$ cat src/rtl/core/task_pick_srtf_or_priority_defines.svh
//------------------------------------------------------------------------------
// task_pick_srtf_or_priority_defines
// Assertion macros shared by the task pick block.
//------------------------------------------------------------------------------
`ifndef TASK_PICK_SRTF_OR_PRIORITY_DEFINES_SVH
`define TASK_PICK_SRTF_OR_PRIORITY_DEFINES_SVH

// same-cycle implication
`define TPSP_ASSERT_NOW(label, clk, rst_n, ante, cons, msg) \
	label: assert property (@(posedge clk) disable iff (!rst_n) (ante) |-> (cons)) \
		else $error(msg);

// next-cycle implication
`define TPSP_ASSERT_NEXT(label, clk, rst_n, ante, cons, msg) \
	label: assert property (@(posedge clk) disable iff (!rst_n) (ante) |=> (cons)) \
		else $error(msg);

`endif

$ cat src/rtl/core/tpsp_pkg.sv
//------------------------------------------------------------------------------
// tpsp_pkg
// Types and constants of the task pick block.
//------------------------------------------------------------------------------
package tpsp_pkg;

	localparam int IDX_W     = 6;
	localparam int KEY_W     = 16;
	localparam int LFSR_W    = 16;
	localparam int CFG_IDX_W = 1;
	localparam int CFG_DAT_W = 16;

	localparam logic [1:0] ST_READY   = 2'd0;
	localparam logic [1:0] ST_RUNNING = 2'd1;

	localparam logic [CFG_IDX_W-1:0] REG_POLICY_MODE = 1'b0;
	localparam logic [CFG_IDX_W-1:0] REG_RANDOM_SEED = 1'b1;

	localparam logic MODE_SRTF     = 1'b0;
	localparam logic MODE_PRIORITY = 1'b1;

	localparam logic [LFSR_W-1:0] LFSR_POLY = 16'hB400;
	localparam logic [LFSR_W-1:0] LFSR_INIT = 16'h0001;

	typedef struct packed {
		logic [1:0]  task_state;
		logic [3:0]  task_cpu;
		logic [15:0] arrival_time;
		logic [15:0] original_duration;
		logic [15:0] remaining_time;
		logic [7:0]  priority_req;
		logic [3:0]  requesting_cpu;
		logic        last_task;
	} task_in_t;

	typedef struct packed {
		logic             found;
		logic [IDX_W-1:0] chosen_index;
		logic             lottery_happened;
		logic [IDX_W-1:0] lottery_winner;
	} result_t;

	typedef struct packed {
		logic [KEY_W-1:0] key;
		logic             runs_here;
		logic [15:0]      arrival;
		logic [15:0]      duration;
	} best_t;

	typedef struct packed {
		logic             take;
		logic             coin;
		logic             runs_here;
		logic [KEY_W-1:0] key;
	} pick_t;

endpackage

$ cat src/rtl/core/tpsp_cmp.sv
//------------------------------------------------------------------------------
// tpsp_cmp
// Candidate check and compare of one task record against the kept best.
//------------------------------------------------------------------------------
module tpsp_cmp
	import tpsp_pkg::*;
(
	input  logic     policy_mode,
	input  logic     in_range,
	input  task_in_t item,
	input  logic     have_best,
	input  best_t    best,
	input  logic     coin_bit,
	output pick_t    pick
);

	logic             runs_here;
	logic             cand;
	logic [KEY_W-1:0] key;

	assign runs_here = (item.task_state == ST_RUNNING) && (item.task_cpu == item.requesting_cpu);
	assign cand      = in_range && ((item.task_state == ST_READY) || runs_here);
	assign key       = (policy_mode == MODE_PRIORITY) ? {8'd0, item.priority_req}
	                                                  : item.remaining_time;

	always_comb begin
		pick.take      = 1'b0;
		pick.coin      = 1'b0;
		pick.runs_here = runs_here;
		pick.key       = key;
		if (cand) begin
			if (!have_best) begin
				pick.take = 1'b1;
			end else if (key != best.key) begin
				pick.take = (policy_mode == MODE_PRIORITY) ? (key > best.key) : (key < best.key);
			end else if (best.runs_here) begin
				pick.take = 1'b0;
			end else if (runs_here) begin
				pick.take = 1'b1;
			end else if (item.arrival_time != best.arrival) begin
				pick.take = item.arrival_time < best.arrival;
			end else if (item.original_duration != best.duration) begin
				pick.take = item.original_duration < best.duration;
			end else begin
				pick.take = coin_bit;
				pick.coin = 1'b1;
			end
		end
	end

endmodule

$ cat src/rtl/core/tpsp_lfsr.sv
//------------------------------------------------------------------------------
// tpsp_lfsr
// Galois LFSR for tie-break coin flips, loadable from the seed register.
//------------------------------------------------------------------------------
module tpsp_lfsr
	import tpsp_pkg::*;
(
	input  logic              clk,
	input  logic              arst_n,
	input  logic              load,
	input  logic [LFSR_W-1:0] seed,
	input  logic              advance,
	output logic [LFSR_W-1:0] value
);

	logic [LFSR_W-1:0] lfsr_q;

	always_ff @(posedge clk or negedge arst_n) begin
		if (!arst_n) begin
			lfsr_q <= LFSR_INIT;
		end else if (load) begin
			lfsr_q <= (seed == '0) ? LFSR_INIT : seed;
		end else if (advance) begin
			lfsr_q <= (lfsr_q >> 1) ^ (lfsr_q[0] ? LFSR_POLY : '0);
		end
	end

	assign value = lfsr_q;

endmodule

$ cat src/rtl/core/task_pick_srtf_or_priority.sv
// Result: the record marked last passes the input register, then the result register strobes result_valid.
// Throughput: one task record per cycle; busy is tied low, and a single
// compare stage lies between the input register and the kept-best registers.
// Configuration writes are always taken; cfg_ready is tied high.
// Reset: asynchronous; clears the scan, policy to shortest remaining time, LFSR to one.
//------------------------------------------------------------------------------
// task_pick_srtf_or_priority
// Picks the best task of a scan by remaining time or priority with tie-breaks.
//------------------------------------------------------------------------------
`include "task_pick_srtf_or_priority_defines.svh"

module task_pick_srtf_or_priority
	import tpsp_pkg::*;
#(
	parameter int MAX_TASKS = 64
)
(
	input  logic                 clk,
	input  logic                 arst_n,
	input  logic                 start,
	output logic                 busy,
	input  task_in_t             task_item,
	output logic                 result_valid,
	output result_t              result,
	input  logic                 cfg_valid,
	output logic                 cfg_ready,
	input  logic [CFG_IDX_W-1:0] cfg_index,
	input  logic [CFG_DAT_W-1:0] cfg_data
);

	localparam int              POS_W   = $clog2(MAX_TASKS + 1);
	localparam logic [POS_W-1:0] POS_MAX = POS_W'(MAX_TASKS);

	task_in_t          item_s1;
	logic              valid_s1;
	logic [POS_W-1:0]  pos_q;
	logic              have_best_q;
	best_t             best_q;
	logic [IDX_W-1:0]  best_idx_q;
	logic              coin_used_q;
	logic [IDX_W-1:0]  coin_winner_q;
	logic              policy_q;
	result_t           result_q;
	logic              result_valid_q;

	logic              cfg_fire;
	logic              in_range;
	logic [IDX_W-1:0]  pos_idx;
	logic [LFSR_W-1:0] lfsr_value;
	pick_t             pick;
	logic              take;
	logic              coin;
	logic              found_nx;
	logic [IDX_W-1:0]  idx_nx;
	logic              coin_used_nx;
	logic [IDX_W-1:0]  coin_winner_nx;

	assign busy      = 1'b0;
	assign cfg_ready = 1'b1;
	assign cfg_fire  = cfg_valid && cfg_ready;
	assign in_range  = pos_q < POS_MAX;
	assign pos_idx   = IDX_W'(pos_q);

	tpsp_cmp u_cmp (
		.policy_mode (policy_q),
		.in_range    (in_range),
		.item        (item_s1),
		.have_best   (have_best_q),
		.best        (best_q),
		.coin_bit    (lfsr_value[0]),
		.pick        (pick)
	);

	tpsp_lfsr u_lfsr (
		.clk     (clk),
		.arst_n  (arst_n),
		.load    (cfg_fire && (cfg_index == REG_RANDOM_SEED)),
		.seed    (cfg_data),
		.advance (coin),
		.value   (lfsr_value)
	);

	assign take           = valid_s1 && pick.take;
	assign coin           = valid_s1 && pick.coin;
	assign found_nx       = have_best_q || take;
	assign idx_nx         = take ? pos_idx : best_idx_q;
	assign coin_used_nx   = coin_used_q || coin;
	assign coin_winner_nx = coin ? (pick.take ? pos_idx : best_idx_q) : coin_winner_q;

	always_ff @(posedge clk or negedge arst_n) begin
		if (!arst_n) begin
			policy_q <= MODE_SRTF;
		end else if (cfg_fire && (cfg_index == REG_POLICY_MODE)) begin
			policy_q <= cfg_data[0];
		end
	end

	always_ff @(posedge clk or negedge arst_n) begin
		if (!arst_n) begin
			valid_s1 <= 1'b0;
		end else begin
			valid_s1 <= start && !busy;
		end
	end

	always_ff @(posedge clk) begin
		if (start && !busy) begin
			item_s1 <= task_item;
		end
	end

	always_ff @(posedge clk or negedge arst_n) begin
		if (!arst_n) begin
			pos_q          <= '0;
			have_best_q    <= 1'b0;
			best_q         <= '0;
			best_idx_q     <= '0;
			coin_used_q    <= 1'b0;
			coin_winner_q  <= '0;
			result_valid_q <= 1'b0;
		end else begin
			result_valid_q <= valid_s1 && item_s1.last_task;
			coin_winner_q  <= coin_winner_nx;
			if (valid_s1) begin
				if (item_s1.last_task) begin
					pos_q       <= '0;
					have_best_q <= 1'b0;
					best_q      <= '0;
					best_idx_q  <= '0;
					coin_used_q <= 1'b0;
				end else begin
					if (in_range) begin
						pos_q <= pos_q + POS_W'(1);
					end
					have_best_q <= found_nx;
					best_idx_q  <= idx_nx;
					coin_used_q <= coin_used_nx;
					if (take) begin
						best_q.key       <= pick.key;
						best_q.runs_here <= pick.runs_here;
						best_q.arrival   <= item_s1.arrival_time;
						best_q.duration  <= item_s1.original_duration;
					end
				end
			end
		end
	end

	always_ff @(posedge clk) begin
		if (valid_s1 && item_s1.last_task) begin
			result_q.found            <= found_nx;
			result_q.chosen_index     <= found_nx ? idx_nx : '0;
			result_q.lottery_happened <= coin_used_nx;
			result_q.lottery_winner   <= coin_winner_nx;
		end
	end

	assign result_valid = result_valid_q;
	assign result       = result_q;

	`TPSP_ASSERT_NOW(a_no_index_when_none, clk, arst_n, result_valid_q && !result_q.found, result_q.chosen_index == '0, "chosen index set without a found task")
	`TPSP_ASSERT_NOW(a_result_from_last, clk, arst_n, result_valid_q, $past(start && task_item.last_task, 2), "result without a last record two cycles before")
	`TPSP_ASSERT_NOW(a_scan_cleared, clk, arst_n, result_valid_q, (pos_q == '0) && !have_best_q && !coin_used_q, "scan state not cleared after result")
	`TPSP_ASSERT_NOW(a_coin_needs_best, clk, arst_n, coin, have_best_q, "coin flip without a kept best")
	`TPSP_ASSERT_NOW(a_pos_bounded, clk, arst_n, 1'b1, (pos_q <= POS_MAX) && (lfsr_value != '0), "scan position past limit or LFSR locked")

endmodule
$ cat config.mk
export PLATFORM = sky130hd
export DESIGN_NAME = task_pick_srtf_or_priority
export DESIGN_NICKNAME = d
export VERILOG_FILES = /design/src/rtl/core/tpsp_pkg.sv /design/src/rtl/core/tpsp_cmp.sv /design/src/rtl/core/tpsp_lfsr.sv /design/src/rtl/core/task_pick_srtf_or_priority.sv
export VERILOG_INCLUDE_DIRS = /design/src /design/src/rtl/core
export SDC_FILE = /design/constraint.sdc
export NUM_CORES = 1
export LEC_CHECK = 0
export BUFFER_PORTS_ARGS = -buffer_cell sky130_fd_sc_hd__buf_2
export CORE_UTILIZATION = 50
export DETAILED_ROUTE_END_ITERATION = 10
export HOLD_SLACK_MARGIN = 0.06
export PLACE_DENSITY = 0.71
export SYNTH_ARGS = -nofsm -noshare
export SYNTH_HDL_FRONTEND = slang
export SYNTH_HIERARCHICAL = 1
export SYNTH_SLANG_ARGS = --single-unit
$ cat constraint.sdc
create_clock -name clk -period 6.8 [get_ports clk]
set_input_delay 1.36 -clock clk [delete_from_list [all_inputs] [get_ports clk]]
set_output_delay 1.36 -clock clk [all_outputs]
set_load 0.02 [all_outputs]
==> reports/metrics.cfg <==
[critical_path]
critical_path_class=flop to flop
setup.worst_path.start_class=flop
worstReg2RegEnd=best_q[2]
timing.critical_path.arrival_ns=5.69
worstPathMaxFanout=49
worst_setup_path_end_kind=flop
regToRegSetupSlack_ns=1.47
crit_required_ns=7.16
r2r_cells=11
worst_reg2reg_startpoint=policy_q

[flow_run]
cap_violations=0

[global_route]
pin_count_of_the_biggest_net_entering_global_routing=77
grt_first_pass_wirelength_um=24600
first_global_vias=5264
grt_antenna_before_repair=0
globalRouteTotalUtil=0.200
grt-ovfl-total=0

[clocking]
cts.clk_slew.worst_paths_ns=0.07
ctsRootBufferMaster=clkbuf_16
cts_tree=yes
cts_sink_count=170
holdBufCountCts=0
tritoncts.num_buffers=17
cts-htree-levels=4
clock_tree.buffer_depth=2
postCtsSetupBuffers=0
worst_skew_pair_later_pin_latency_ns=0.43
post_cts_resized=0

[yosys]
synth_area_per_cell_um2=12.5
synth_top_cells_by_area=edfxtp_1 31%, dfrtp_1 28%, ha_1 7.9%, a22o_1 5.5%, inv_1 3.3%
netlist.area_leader.share=0.313
synth_sequential_area_ratio=0.600
yosys.area.top_type=edfxtp_1
ys_ff_latch=170
synth_enable_flop_cells=81
dominantRegCellSynth=dfrtp_1
synth_most_common_cell=dfrtp_1
synth_area_um2=7770
yosysWarnings=6
number_of_instances_in_the_synthesized_netlist=620
syn-num-nets=757
netlist_top_cells_count=88 x dfrtp_1, 81 x edfxtp_1, 68 x inv_1
postSynth.asyncResetShare=0.524
ys_types=58

[floorplanning]
start_util=0.511
coreArea_um2=15200
design.die.area_um2=16000
row_count=45
fp.dieW_um=127
die-height_um=127
pin_count=105

[finish]
antenna_cells_inserted=0
nets=851
final_layout_size_suffix_gt1_frac=0.224
areaGrowthSynthToFinish_pct=16.1
final_core_utilization=0.594

[sta]
period_needed_ns=5.33
min_period_over_period=0.783
finalSetupViolCount=0
slew_headroom=0.167
rsz0062_at_grt=false
max_freq_mhz=188
worst_pin_slew_ns=1.24
setup-tns-final_ns=0
final-hold-violation-count=0
fin_worst_skew_ns=0.00902
layout_setup_ws_ns=1.47
report.final.slew_viol_count=0

[place]
port_buffers=102
detailedPlace.worstSlack_ns=1.48
globalplace.congestion=0.833
dpl.hpwl_um=9970

[route]
post-route-drc-count=0
post_drt_via_cell_ratio=5.51
wl_per_cell_um=16.1
drtIter0Drc=345
route.vias.total=5046
drt-pass1-iter-count=5
antenna_left=0
routed_wirelength_um=14700

[run_status]
run_status=completed

[power_and_ir_drop]
pwr_density_cell_nw_per_um2=292
ir_drop_v=0.000187
power.static_leakage_uw=0.00382

[hold_path]
hold_path_end=best_q[29]
hold_class=flop to flop
timing.hold.worst_path_depth=1
hold_path_startpoint=best_q[29]

per-stage QoR:
step	cells	area [µm²]	hold WS (ns)	power, µW
floorplan	620	7770	0.468	1470
finish	915	9020	0.506	2630
global route	915	9020	0.515	2750
CTS	915	9020	0.510	2650
detailed placement	883	8380	0.491	1600
global placement	883	8380	0.481	1570
kinds of logic (layout without fill, tap and decap cells):
kind of cell             after synthesis  after routing  synth area share
AO/OA/AOI/OAI                        149            149             0.133
flip-flops                           170            170             0.600
other                                  2              2          0.000967
AND/OR/NAND/NOR                      119            119            0.0886
XOR/XNOR                               4              4           0.00451
adder cells (fa/ha/maj)               49             49            0.0789
buffers and inverters                 99            206            0.0565
multiplexers                          28             28            0.0375
registers in the layout (all words and copies together) (netlist names), 6 cells and up:
| signal | count |
|---|---|
| u_lfsr/value | 16 |
| pos_q | 7 |
| best_idx_q | 6 |
| best_q | 49 |
| item_s1 | 67 |
| coin_winner_q | 6 |
| result | 14 |
per-layer routing:
metal	vias up	track usage	share of wire
met5	-	0	0
met4	0	0.0910	0.021
met3	28	0.0565	0.062
met2	172	0.336	0.49
met1	2413	0.241	0.43
li1	2433	-	-
critical path: stages, from the launching register on:
cell	delay, ns
dfrtp_1	0.75
mux2_2	0.42
ha_1	0.33
nand4_1	0.19
nor4_4	0.40
nand3_2	0.15
a211oi_2	0.17
a32oi_1	0.12
a31oi_1	0.94
and2_1	0.60
and2_2	0.89
a22o_1	0.26
report_power, final:
group          leakage, µW  total, µW  switching (µW)  internal [µW]
registers          0.00198       1250            69.7           1180
clock network     0.000308       1050             399            652
logic              0.00153        334             185            149
total              0.00382       2630             654           1980
worst max path at each step:
| stage | depth (start not counted) | end | start |
|---|---|---|---|
| CTS | 11 | best_q[2] | policy_q |
| global placement | 11 | best_q[36] | policy_q |
| floorplan | 16 | best_q[41] | policy_q |
| global route | 11 | best_q[2] | policy_q |
| detailed placement | 11 | best_q[45] | policy_q |
| finish | 11 | best_q[2] | policy_q |
final cells by class:
class                           instances  area (µm²)
Clock buffer                           17         425
Clock inverter                         15         221
Fill cell                            1190        6180
Inverter                               68         255
Multi-Input combinational cell        351        2680
Sequential cell                       170        4660
Tap cell                              188         235
Timing Repair Buffer                  106         543
layout by cell type (no fill, tap or decap), drive strengths merged, types with 9 or more instances in the layout:
cell,n
o22ai,11
inv,71
o21ai,26
nor2,13
clkbuf,17
nand4,15
nor2b,23
mux2i,19
ha,49
buf,106
a21oi,35
nand2,33
mux2,9
dfrtp,88
edfxtp,81
a22o,49
(Power assumes the default switching activity.)
